[config.mk]
export PLATFORM = sky130hd
export DESIGN_NAME = set_assoc_lru_walk_cache_unit
export DESIGN_NICKNAME = d
export VERILOG_FILES = /design/src/hdl/salwc_pkg.sv /design/src/hdl/salwc_ram.sv /design/src/hdl/set_assoc_lru_walk_cache_unit.sv
export SDC_FILE = /design/constraint.sdc
export NUM_CORES = 2
export LEC_CHECK = 0
export BUFFER_PORTS_ARGS = -buffer_cell sky130_fd_sc_hd__clkbuf_2
export CAP_MARGIN = 10
export CORE_MARGIN = 5
export CORE_UTILIZATION = 55
export DETAILED_ROUTE_END_ITERATION = 8
export PLACE_DENSITY = 0.7
export SLEW_MARGIN = 10
export SYNTH_ARGS = -nofsm -noshare
export SYNTH_HDL_FRONTEND = slang
export SYNTH_HIERARCHICAL = 1
export SYNTH_MEMORY_MAX_BITS = 65536
export SYNTH_SLANG_ARGS = --single-unit
[constraint.sdc]
create_clock -name clock -period 26.8 [get_ports clock]
set_clock_uncertainty 0.15 [all_clocks]
set_input_delay 5.36 -clock clock [delete_from_list [all_inputs] [get_ports clock]]
set_output_delay 5.36 -clock clock [all_outputs]
set_load 0.03 [all_outputs]
[src/hdl/salwc_pkg.sv]
// Shared types and constants of the set-associative LRU walk cache.
package salwc_pkg;

   localparam int KEY_W       = 32;
   localparam int APP_W       = 4;
   localparam int SETNUM_W    = 4;
   localparam int TYPE_W      = 2;
   localparam int REQ_TDATA_W = 40;
   localparam int RSP_TDATA_W = 8;

   localparam logic [TYPE_W-1:0] REQ_ACCESS = 2'd0;
   localparam logic [TYPE_W-1:0] REQ_FILL   = 2'd1;
   localparam logic [TYPE_W-1:0] REQ_FLUSH  = 2'd2;

   typedef enum logic [2:0] {
      ST_IDLE,
      ST_LOAD,
      ST_SCAN,
      ST_UPDATE,
      ST_FINISH
   } state_type;

endpackage

[src/hdl/salwc_ram.sv]
// Generic single-write, single-read RAM with a registered read port.
module salwc_ram #(
   parameter int WIDTH = 32,
   parameter int DEPTH = 16
) (
   input  logic                             clock,
   input  logic                             wr_en,
   input  logic [(DEPTH > 1 ? $clog2(DEPTH) : 1)-1:0] wr_addr,
   input  logic [WIDTH-1:0]                 wr_data,
   input  logic [(DEPTH > 1 ? $clog2(DEPTH) : 1)-1:0] rd_addr,
   output logic [WIDTH-1:0]                 rd_data
);

   logic [WIDTH-1:0] mem_ff [DEPTH];
   logic [WIDTH-1:0] rd_data_ff;

   always_ff @(posedge clock) begin
      if (wr_en) begin
         mem_ff[wr_addr] <= wr_data;
      end
      rd_data_ff <= mem_ff[rd_addr];
   end

   assign rd_data = rd_data_ff;

endmodule

[src/hdl/set_assoc_lru_walk_cache_unit.sv]
// Top level of the set-associative page walk cache with true LRU order per set.
//
// Channel  Dir  Beat holds
// req_     in   tuser: req_type; tdata: lookup_key, set_number, flush_app
// rsp_     out  tdata: hit
//
// An access or fill runs from the accepted beat back to ready through one set row
// read, one key compare per way on the shared comparator and one write.
// A flush reads, scans and writes every set in turn.
// Other request types and out-of-range sets go straight to the finish state.
// Reset clears all valid bits at once; keys and ranks need no clearing pass.
// A result waits in the output register while the next beat is accepted; a
// finished item waits for that register to empty.
module set_assoc_lru_walk_cache_unit #(
   parameter int SETS = 16,
   parameter int WAYS = 8
) (
   input  logic                                clock,
   input  logic                                reset,
   input  logic                                req_tvalid,
   output logic                                req_tready,
   // req_type
   input  logic [salwc_pkg::TYPE_W-1:0]        req_tuser,
   // lookup_key, set_number, flush_app
   input  logic [salwc_pkg::REQ_TDATA_W-1:0]   req_tdata,
   output logic                                rsp_tvalid,
   input  logic                                rsp_tready,
   // hit
   output logic [salwc_pkg::RSP_TDATA_W-1:0]   rsp_tdata
);

   import salwc_pkg::*;

   localparam int SW    = (SETS > 1) ? $clog2(SETS) : 1;
   localparam int WW    = (WAYS > 1) ? $clog2(WAYS) : 1;
   localparam int RW    = (WAYS > 1) ? $clog2(WAYS) : 1;
   localparam int KEYS_W = WAYS * KEY_W;
   localparam int ROW_W = WAYS * (KEY_W + RW);

   state_type state_ff, state_in;

   logic [TYPE_W-1:0]   type_ff, type_in;
   logic [KEY_W-1:0]    key_ff, key_in;
   logic [APP_W-1:0]    app_ff, app_in;
   logic [SW-1:0]       set_ff, set_in;
   logic [KEY_W-1:0]    keys_ff [WAYS];
   logic [KEY_W-1:0]    keys_in [WAYS];
   logic [RW-1:0]       ranks_ff [WAYS];
   logic [RW-1:0]       ranks_in [WAYS];
   logic [WAYS-1:0]     vrow_ff, vrow_in;
   logic [WW-1:0]       idx_ff, idx_in;
   logic                found_ff, found_in;
   logic [WW-1:0]       fway_ff, fway_in;
   logic [WW-1:0]       vway_ff, vway_in;
   logic                hit_ff, hit_in;
   logic                rsp_valid_ff, rsp_valid_in;
   logic                rsp_hit_ff, rsp_hit_in;
   logic [WAYS-1:0]     valid_ff [SETS];

   logic [KEY_W-1:0]    req_key;
   logic [SETNUM_W-1:0] req_set;
   logic [APP_W-1:0]    req_app;
   logic [SW+SETNUM_W-1:0] req_set_ext;
   logic                req_in_range;
   logic                accept;

   logic [SW-1:0]       rd_addr;
   logic [ROW_W-1:0]    rd_data;
   logic                wr_en;
   logic [ROW_W-1:0]    wr_data;

   logic                is_flush;
   logic [KEY_W-1:0]    cmp_key;
   logic [KEY_W-1:0]    cmp_ref;
   logic [KEY_W-1:0]    cmp_mask;
   logic                cmp_match;
   logic                scan_last;

   logic                row_full;
   logic                drop;
   logic [WW-1:0]       dway;
   logic [RW-1:0]       bound_rank;
   logic [WAYS-1:0]     vrow_free;
   logic [WW-1:0]       ins_way;
   logic [KEY_W-1:0]    new_keys [WAYS];
   logic [RW-1:0]       new_ranks [WAYS];
   logic [WAYS-1:0]     new_vrow;

   assign req_key     = req_tdata[KEY_W-1:0];
   assign req_set     = req_tdata[KEY_W+SETNUM_W-1:KEY_W];
   assign req_app     = req_tdata[KEY_W+SETNUM_W+APP_W-1:KEY_W+SETNUM_W];
   assign req_set_ext = {{SW{1'b0}}, req_set};
   assign req_in_range = ({{(32-SETNUM_W){1'b0}}, req_set} < 32'(SETS));
   assign accept      = req_tvalid && req_tready;
   assign is_flush    = (type_ff == REQ_FLUSH);
   assign scan_last   = (idx_ff == WW'(WAYS - 1));

   // Shared key comparator, stepped over the ways of the loaded row.
   assign cmp_key   = keys_ff[idx_ff];
   assign cmp_ref   = is_flush ? {{(KEY_W-APP_W){1'b0}}, app_ff} : key_ff;
   assign cmp_mask  = is_flush ? {{(KEY_W-APP_W){1'b0}}, {APP_W{1'b1}}} : {KEY_W{1'b1}};
   assign cmp_match = vrow_ff[idx_ff] && (((cmp_key ^ cmp_ref) & cmp_mask) == '0);

   // Row update for an access, fill or flush.
   always_comb begin
      row_full   = &vrow_ff;
      drop       = found_ff || row_full;
      dway       = found_ff ? fway_ff : vway_ff;
      bound_rank = found_ff ? ranks_ff[fway_ff] : RW'(WAYS - 1);
      vrow_free  = vrow_ff;
      if (drop) begin
         vrow_free[dway] = 1'b0;
      end
      ins_way = '0;
      for (int w = WAYS - 1; w >= 0; w--) begin
         if (!vrow_free[w]) begin
            ins_way = WW'(w);
         end
      end
      if ((type_ff == REQ_ACCESS) && found_ff) begin
         ins_way = fway_ff;
      end
      new_vrow = vrow_free;
      for (int v = 0; v < WAYS; v++) begin
         new_keys[v]  = keys_ff[v];
         new_ranks[v] = ranks_ff[v];
         if (vrow_ff[v] && !(drop && (dway == WW'(v))) &&
             (!drop || (ranks_ff[v] < bound_rank))) begin
            new_ranks[v] = ranks_ff[v] + RW'(1);
         end
      end
      if (!is_flush) begin
         new_vrow[ins_way]  = 1'b1;
         new_keys[ins_way]  = key_ff;
         new_ranks[ins_way] = '0;
      end else begin
         new_vrow = vrow_ff;
         for (int v = 0; v < WAYS; v++) begin
            new_ranks[v] = ranks_ff[v];
         end
      end
   end

   always_comb begin
      for (int v = 0; v < WAYS; v++) begin
         wr_data[v*KEY_W +: KEY_W]       = new_keys[v];
         wr_data[KEYS_W + v*RW +: RW]    = new_ranks[v];
      end
   end

   assign wr_en = (state_ff == ST_UPDATE);

   salwc_ram #(
      .WIDTH (ROW_W),
      .DEPTH (SETS)
   ) u_row_ram (
      .clock   (clock),
      .wr_en   (wr_en),
      .wr_addr (set_ff),
      .wr_data (wr_data),
      .rd_addr (rd_addr),
      .rd_data (rd_data)
   );

   // Next state.
   always_comb begin
      state_in = state_ff;
      case (state_ff)
         ST_IDLE: begin
            if (accept) begin
               if ((req_tuser == REQ_FLUSH) ||
                   (((req_tuser == REQ_ACCESS) || (req_tuser == REQ_FILL)) && req_in_range)) begin
                  state_in = ST_LOAD;
               end else begin
                  state_in = ST_FINISH;
               end
            end
         end
         ST_LOAD: begin
            state_in = ST_SCAN;
         end
         ST_SCAN: begin
            if (scan_last) begin
               state_in = ST_UPDATE;
            end
         end
         ST_UPDATE: begin
            if (is_flush && (set_ff != SW'(SETS - 1))) begin
               state_in = ST_LOAD;
            end else begin
               state_in = ST_FINISH;
            end
         end
         ST_FINISH: begin
            if (!rsp_valid_ff || rsp_tready) begin
               state_in = ST_IDLE;
            end
         end
         default: begin
            state_in = ST_IDLE;
         end
      endcase
   end

   // Datapath and outputs.
   always_comb begin
      type_in      = type_ff;
      key_in       = key_ff;
      app_in       = app_ff;
      set_in       = set_ff;
      vrow_in      = vrow_ff;
      idx_in       = idx_ff;
      found_in     = found_ff;
      fway_in      = fway_ff;
      vway_in      = vway_ff;
      hit_in       = hit_ff;
      rd_addr      = set_ff;
      rsp_hit_in   = rsp_hit_ff;
      rsp_valid_in = rsp_valid_ff && !rsp_tready;
      for (int v = 0; v < WAYS; v++) begin
         keys_in[v]  = keys_ff[v];
         ranks_in[v] = ranks_ff[v];
      end
      case (state_ff)
         ST_IDLE: begin
            type_in = req_tuser;
            key_in  = req_key;
            app_in  = req_app;
            hit_in  = 1'b0;
            set_in  = (req_tuser == REQ_FLUSH) ? '0 : req_set_ext[SW-1:0];
            rd_addr = set_in;
         end
         ST_LOAD: begin
            vrow_in  = valid_ff[set_ff];
            idx_in   = '0;
            found_in = 1'b0;
            fway_in  = '0;
            vway_in  = '0;
            for (int v = 0; v < WAYS; v++) begin
               keys_in[v]  = rd_data[v*KEY_W +: KEY_W];
               ranks_in[v] = rd_data[KEYS_W + v*RW +: RW];
            end
         end
         ST_SCAN: begin
            idx_in = idx_ff + WW'(1);
            if (is_flush) begin
               if (cmp_match) begin
                  vrow_in[idx_ff] = 1'b0;
                  for (int v = 0; v < WAYS; v++) begin
                     if (vrow_ff[v] && (ranks_ff[v] > ranks_ff[idx_ff])) begin
                        ranks_in[v] = ranks_ff[v] - RW'(1);
                     end
                  end
               end
            end else begin
               if (cmp_match && !found_ff) begin
                  found_in = 1'b1;
                  fway_in  = idx_ff;
               end
               if (vrow_ff[idx_ff] && (ranks_ff[idx_ff] == RW'(WAYS - 1))) begin
                  vway_in = idx_ff;
               end
            end
         end
         ST_UPDATE: begin
            hit_in = (type_ff == REQ_ACCESS) && found_ff;
            if (is_flush && (set_ff != SW'(SETS - 1))) begin
               set_in  = set_ff + SW'(1);
               rd_addr = set_in;
            end
         end
         ST_FINISH: begin
            if (!rsp_valid_ff || rsp_tready) begin
               rsp_valid_in = 1'b1;
               rsp_hit_in   = hit_ff;
            end
         end
         default: begin
            rd_addr = set_ff;
         end
      endcase
   end

   always_ff @(posedge clock) begin
      if (reset) begin
         state_ff     <= ST_IDLE;
         rsp_valid_ff <= 1'b0;
         for (int s = 0; s < SETS; s++) begin
            valid_ff[s] <= '0;
         end
      end else begin
         state_ff     <= state_in;
         rsp_valid_ff <= rsp_valid_in;
         if (state_ff == ST_UPDATE) begin
            valid_ff[set_ff] <= new_vrow;
         end
      end
   end

   always_ff @(posedge clock) begin
      type_ff    <= type_in;
      key_ff     <= key_in;
      app_ff     <= app_in;
      set_ff     <= set_in;
      vrow_ff    <= vrow_in;
      idx_ff     <= idx_in;
      found_ff   <= found_in;
      fway_ff    <= fway_in;
      vway_ff    <= vway_in;
      hit_ff     <= hit_in;
      rsp_hit_ff <= rsp_hit_in;
      for (int v = 0; v < WAYS; v++) begin
         keys_ff[v]  <= keys_in[v];
         ranks_ff[v] <= ranks_in[v];
      end
   end

   assign req_tready = (state_ff == ST_IDLE);
   assign rsp_tvalid = rsp_valid_ff;
   assign rsp_tdata  = {{(RSP_TDATA_W-1){1'b0}}, rsp_hit_ff};

endmodule

==> qor.csv <==
stage,metric,value,unit
placement,dp.cells,13500,
placement,routabilityCongestion,0.820,
clock_tree,cts_tree,yes,
critical_path,path_class,primary input to flop,
timing,maxSlewHeadroom,14.7,%
timing,post-route-period-util,41.1,%
detailed_routing,avgViaCountPerCell,6.65,
clock_tree,numCtsBuffers,485,
critical_path,start_kind,primary input,
yosys,ys.flop_type,edfxtp_1,
timing,rsz0062_at_grt,false,
timing,fin_ws,15.79,ns
critical_path,critical_path.max_fanout,62,
floorplan,core,360000,sq um
clock_tree,clockRootBuffer,clkbuf_16,
pwr,swShare,25.8,%
floorplan,row_count,220,
cells_and_area,drive_above_1_share,26.1,%
yosys,ys_ff_latch,5240,
detailed_routing,routed-via-count,96200,
placement,place_hpwl,239000,microns
timing,fin_setup_tns,0,ns
global_route,grt_max_degree,151,
timing,slew_viol_final,0,
pwr,clockPowerShare,34.2,%
yosys,avgSynthCellArea,22.0,sq um
cells_and_area,syn_to_final_growth,11.1,%
yosys,synth-edff-count,4946,
global_route,overflow,0,
floorplan,die_y,611,microns
detailed_routing,wl_per_cell,33.6,microns
global_route,grtUsageTotal,25.9,%
clock_tree,cts_post_setup_buffers_inserted,0,
detailed_routing,first_pass_iters,6,
clock_tree,clk_latency,0.99,ns
floorplan,die_x,611,microns
timing,tightest_slew,1.28,ns
pwr,power.density,92.4,nW/um^2
yosys,syn_area,199000,sq um
clock_tree,clock_sinks,5240,
pwr,intPower,15.2,mW
status,status,"complete, no violations",
critical_path,rr_worst_depth,14,
detailed_routing,drc,0,
critical_path,endpoint,u_row_ram/rd_data[31]$_DFF_P_,
yosys,synth_cells,9031,
yosys,ys_seq_area_share,77.6,%
clock_tree,cts.hold.buffers_added,0,
flow_run,maxCapViolCount,0,
min_path,hp-class,flop to flop,
floorplan,initial_utilization,55.3,%
critical_path,reg2reg_from,set_ff[0]$_DFF_P_,
floorplan,ios,56,
yosys,ys_async_sr_fraction,0,%
min_path,min_from,u_row_ram/rd_data[52]$_DFF_P_,
critical_path,endpoint_kind,flop,
cells_and_area,stdcell_count,14500,
detailed_routing,wl,486000,microns
yosys,yosys.cell_types.count,89,
critical_path,timing.critical_path.mode_cell,buf_4,
critical_path,critPathMaxStageDelay,0.88,ns
timing,finalHoldViolCount,0,
timing,max_clock_freq,90.8,MHz
timing,period_minus_slack,11.01,ns
clock_tree,clk_pin_slew,0.06,ns
global_route,grt_first_pass_wirelength,703000,microns
critical_path,crit_chain,"clkbuf_2, inv_1, a21oi_1, a32oi_1, nand2_4, buf_4, buf_4, buf_4, buf_4, buf_4, mux4_2, a22oi_1, nand2_1",
global_route,antenna_found_initial,17,
critical_path,crit_slowest_cell,buf_4,
placement,place_ws,14.79,ns
pwr,switchingPower,5.27,mW
clock_tree,htree_levels,5,
cells_and_area,final_nets,9367,
clock_tree,cts_buffer_depth,4,
pwr,vdd.ir_drop.worst,0.0666,mV
critical_path,reg2reg_to,u_row_ram/rd_data[31]$_DFF_P_,
detailed_routing,drt_iter0_drc,12400,
yosys,yosys_warnings,6,
critical_path,critPathRequiredTime,27.51,ns
detailed_routing,ant_nets,0,
pwr,combPwrFrac,17.0,%
placement,numPortBuffers,48,
critical_path,critPathLaunch,req_tuser[0],
timing,setup_viol,0,
pwr,power.leakage,69.9,nW
floorplan,dieArea,374000,sq um
pwr,seqPwrFrac,48.8,%
critical_path,crit_arrival,11.72,ns
global_route,grt_pass1_vias,97900,
critical_path,worst-r2r-setup-slack,18.86,ns
clock_tree,postCtsResizedCells,0,
==> cells in the mapped netlist, drive strengths merged, types with 15 or more instances <==
cell type | instances | area, sq um
a221oi | 23 | 201
clkbuf | 242 | 911
a21o | 15 | 113
nor2b | 57 | 357
nand2b | 55 | 344
nor2 | 181 | 689
o21ai | 80 | 400
buf | 291 | 1650
nand3 | 19 | 95.1
mux2 | 376 | 4350
a21oi | 28 | 155
xnor2 | 45 | 394
inv | 33 | 124
ha | 62 | 776
edfxtp | 4946 | 149000
mux4 | 1174 | 26400
dfxtp | 294 | 5890
a31oi | 18 | 113
nor3 | 20 | 123
nand2 | 315 | 1200
a22oi | 497 | 3790
mux2i | 93 | 935
o221ai | 39 | 342
==> power by group through the flow <==
stage                     Sequential (mW)  Combinational (mW)  Clock, mW
after CTS                            9.97                3.49       7.07
after global routing                 10.0                3.72       7.44
after detailed placement             10.1                3.47          0
final                                9.98                3.48       6.98
after global placement               10.1                3.38          0
after floorplan                      10.0                2.46          0
==> critical path: cells and delay by family <==
| family | cells | cell delay [ns] |
|---|---|---|
| multiplexers | 1 | 0.41 |
| AND/OR/NAND/NOR | 2 | 0.50 |
| buffers and inverters | 7 | 4.29 |
| AO/OA/AOI/OAI | 3 | 0.80 |
==> stage by stage <==
| stage | utilization, % | cell area (sq um) | hold slack [ns] | power (mW) |
|---|---|---|---|---|
| finish | 61.5 | 221000 | 0.244 | 20.4 |
| global route | 61.5 | 221000 | 0.245 | 21.2 |
| CTS | 61.5 | 221000 | 0.237 | 20.5 |
| detailed placement | 56.9 | 205000 | 0.239 | 13.6 |
| global placement | 56.9 | 205000 | 0.236 | 13.5 |
| floorplan | - | 199000 | 0.236 | 12.5 |
==> cell families (layout without fill, tap and decap cells) <==
kind of cell | count (synthesis) | count (layout) | share of synthesized area [%]
xor gates and xnor gates | 51 | 51 | 0.224
other | 1 | 15 | 0.00188
and+or+nand+nor | 698 | 698 | 1.60
DFF | 5240 | 5240 | 77.6
adders and majority gates | 62 | 62 | 0.390
buffers and inverters | 567 | 1222 | 1.35
AOI/OAI and AO/OA | 769 | 769 | 2.89
muxes | 1643 | 1643 | 15.9
==> state kept, by name, indices dropped and copies added (netlist names), named ones only <==
name	flops
found_ff	1
set_ff	4
key_ff	32
app_ff	4
u_row_ram/mem_ff	4480
u_row_ram/rd_data	280
keys_ff	256
rsp_tvalid	1
fway_ff	3
type_ff	2
idx_ff	3
vway_ff	3
valid_ff	128
vrow_ff	8
state_ff	3
rsp_hit_ff	1
ranks_ff	24
hit_ff	1
==> metal layers <==
layer,global-route usage (%),wire [microns],vias to the layer above
met4,7.38,14900,0
met3,4.51,49400,837
met2,41.4,235000,5585
met5,0,0,-
met1,37.4,187000,51600
li1,-,-,38300
==> worst min path at each step <==
stage | end | slack [ns] | cells past startpoint
finish | keys_ff[1][20]$_DFFE_PP_ | 0.24 | 0
global route | keys_ff[5][17]$_DFFE_PP_ | 0.25 | 0
detailed placement | keys_ff[7][12]$_DFFE_PP_ | 0.24 | 0
floorplan | keys_ff[0][0]$_DFFE_PP_ | 0.24 | 0
global placement | keys_ff[4][11]$_DFFE_PP_ | 0.24 | 0
CTS | keys_ff[5][17]$_DFFE_PP_ | 0.24 | 0
==> layout make-up <==
cell class                      count  area [sq um]
Antenna cell                        8          20.0
Clock buffer                      644         13400
Clock inverter                    276          2890
Fill cell                       23900        139000
Inverter                           34           136
Multi-Input combinational cell   3230         42200
Sequential cell                  5240        154000
Tap cell                         4773          5970
Timing Repair Buffer              268          2130
==> cells in the final DEF (no fill, tap or decap), drive strengths merged, types with 6 or more instances in the layout <==
| cell type | synthesis | layout |
|---|---|---|
| bufinv | 0 | 55 |
| mux4 | 1174 | 1174 |
| a211oi | 8 | 8 |
| xnor2 | 45 | 45 |
| o221ai | 39 | 39 |
| a221oi | 23 | 23 |
| nand3 | 19 | 19 |
| mux2i | 93 | 93 |
| nor4 | 9 | 9 |
| o22a | 8 | 8 |
| xor2 | 6 | 6 |
| mux2 | 376 | 376 |
| o21ai | 80 | 80 |
| a21oi | 28 | 28 |
| dfxtp | 294 | 294 |
| clkbuf | 242 | 693 |
| a21o | 15 | 15 |
| nor2b | 57 | 57 |
| nand2b | 55 | 55 |
| nor3 | 20 | 20 |
| inv | 33 | 40 |
| conb | 1 | 7 |
| clkinv | 1 | 202 |
| buf | 291 | 219 |
| clkinvlp | 0 | 13 |
| and2 | 13 | 13 |
| edfxtp | 4946 | 4946 |
| o211ai | 7 | 7 |
| a22oi | 497 | 497 |
| nand2 | 315 | 315 |
| a31oi | 18 | 18 |
| ha | 62 | 62 |
| nor2 | 181 | 181 |
| diode | 0 | 8 |
(Power assumes the default switching activity.)
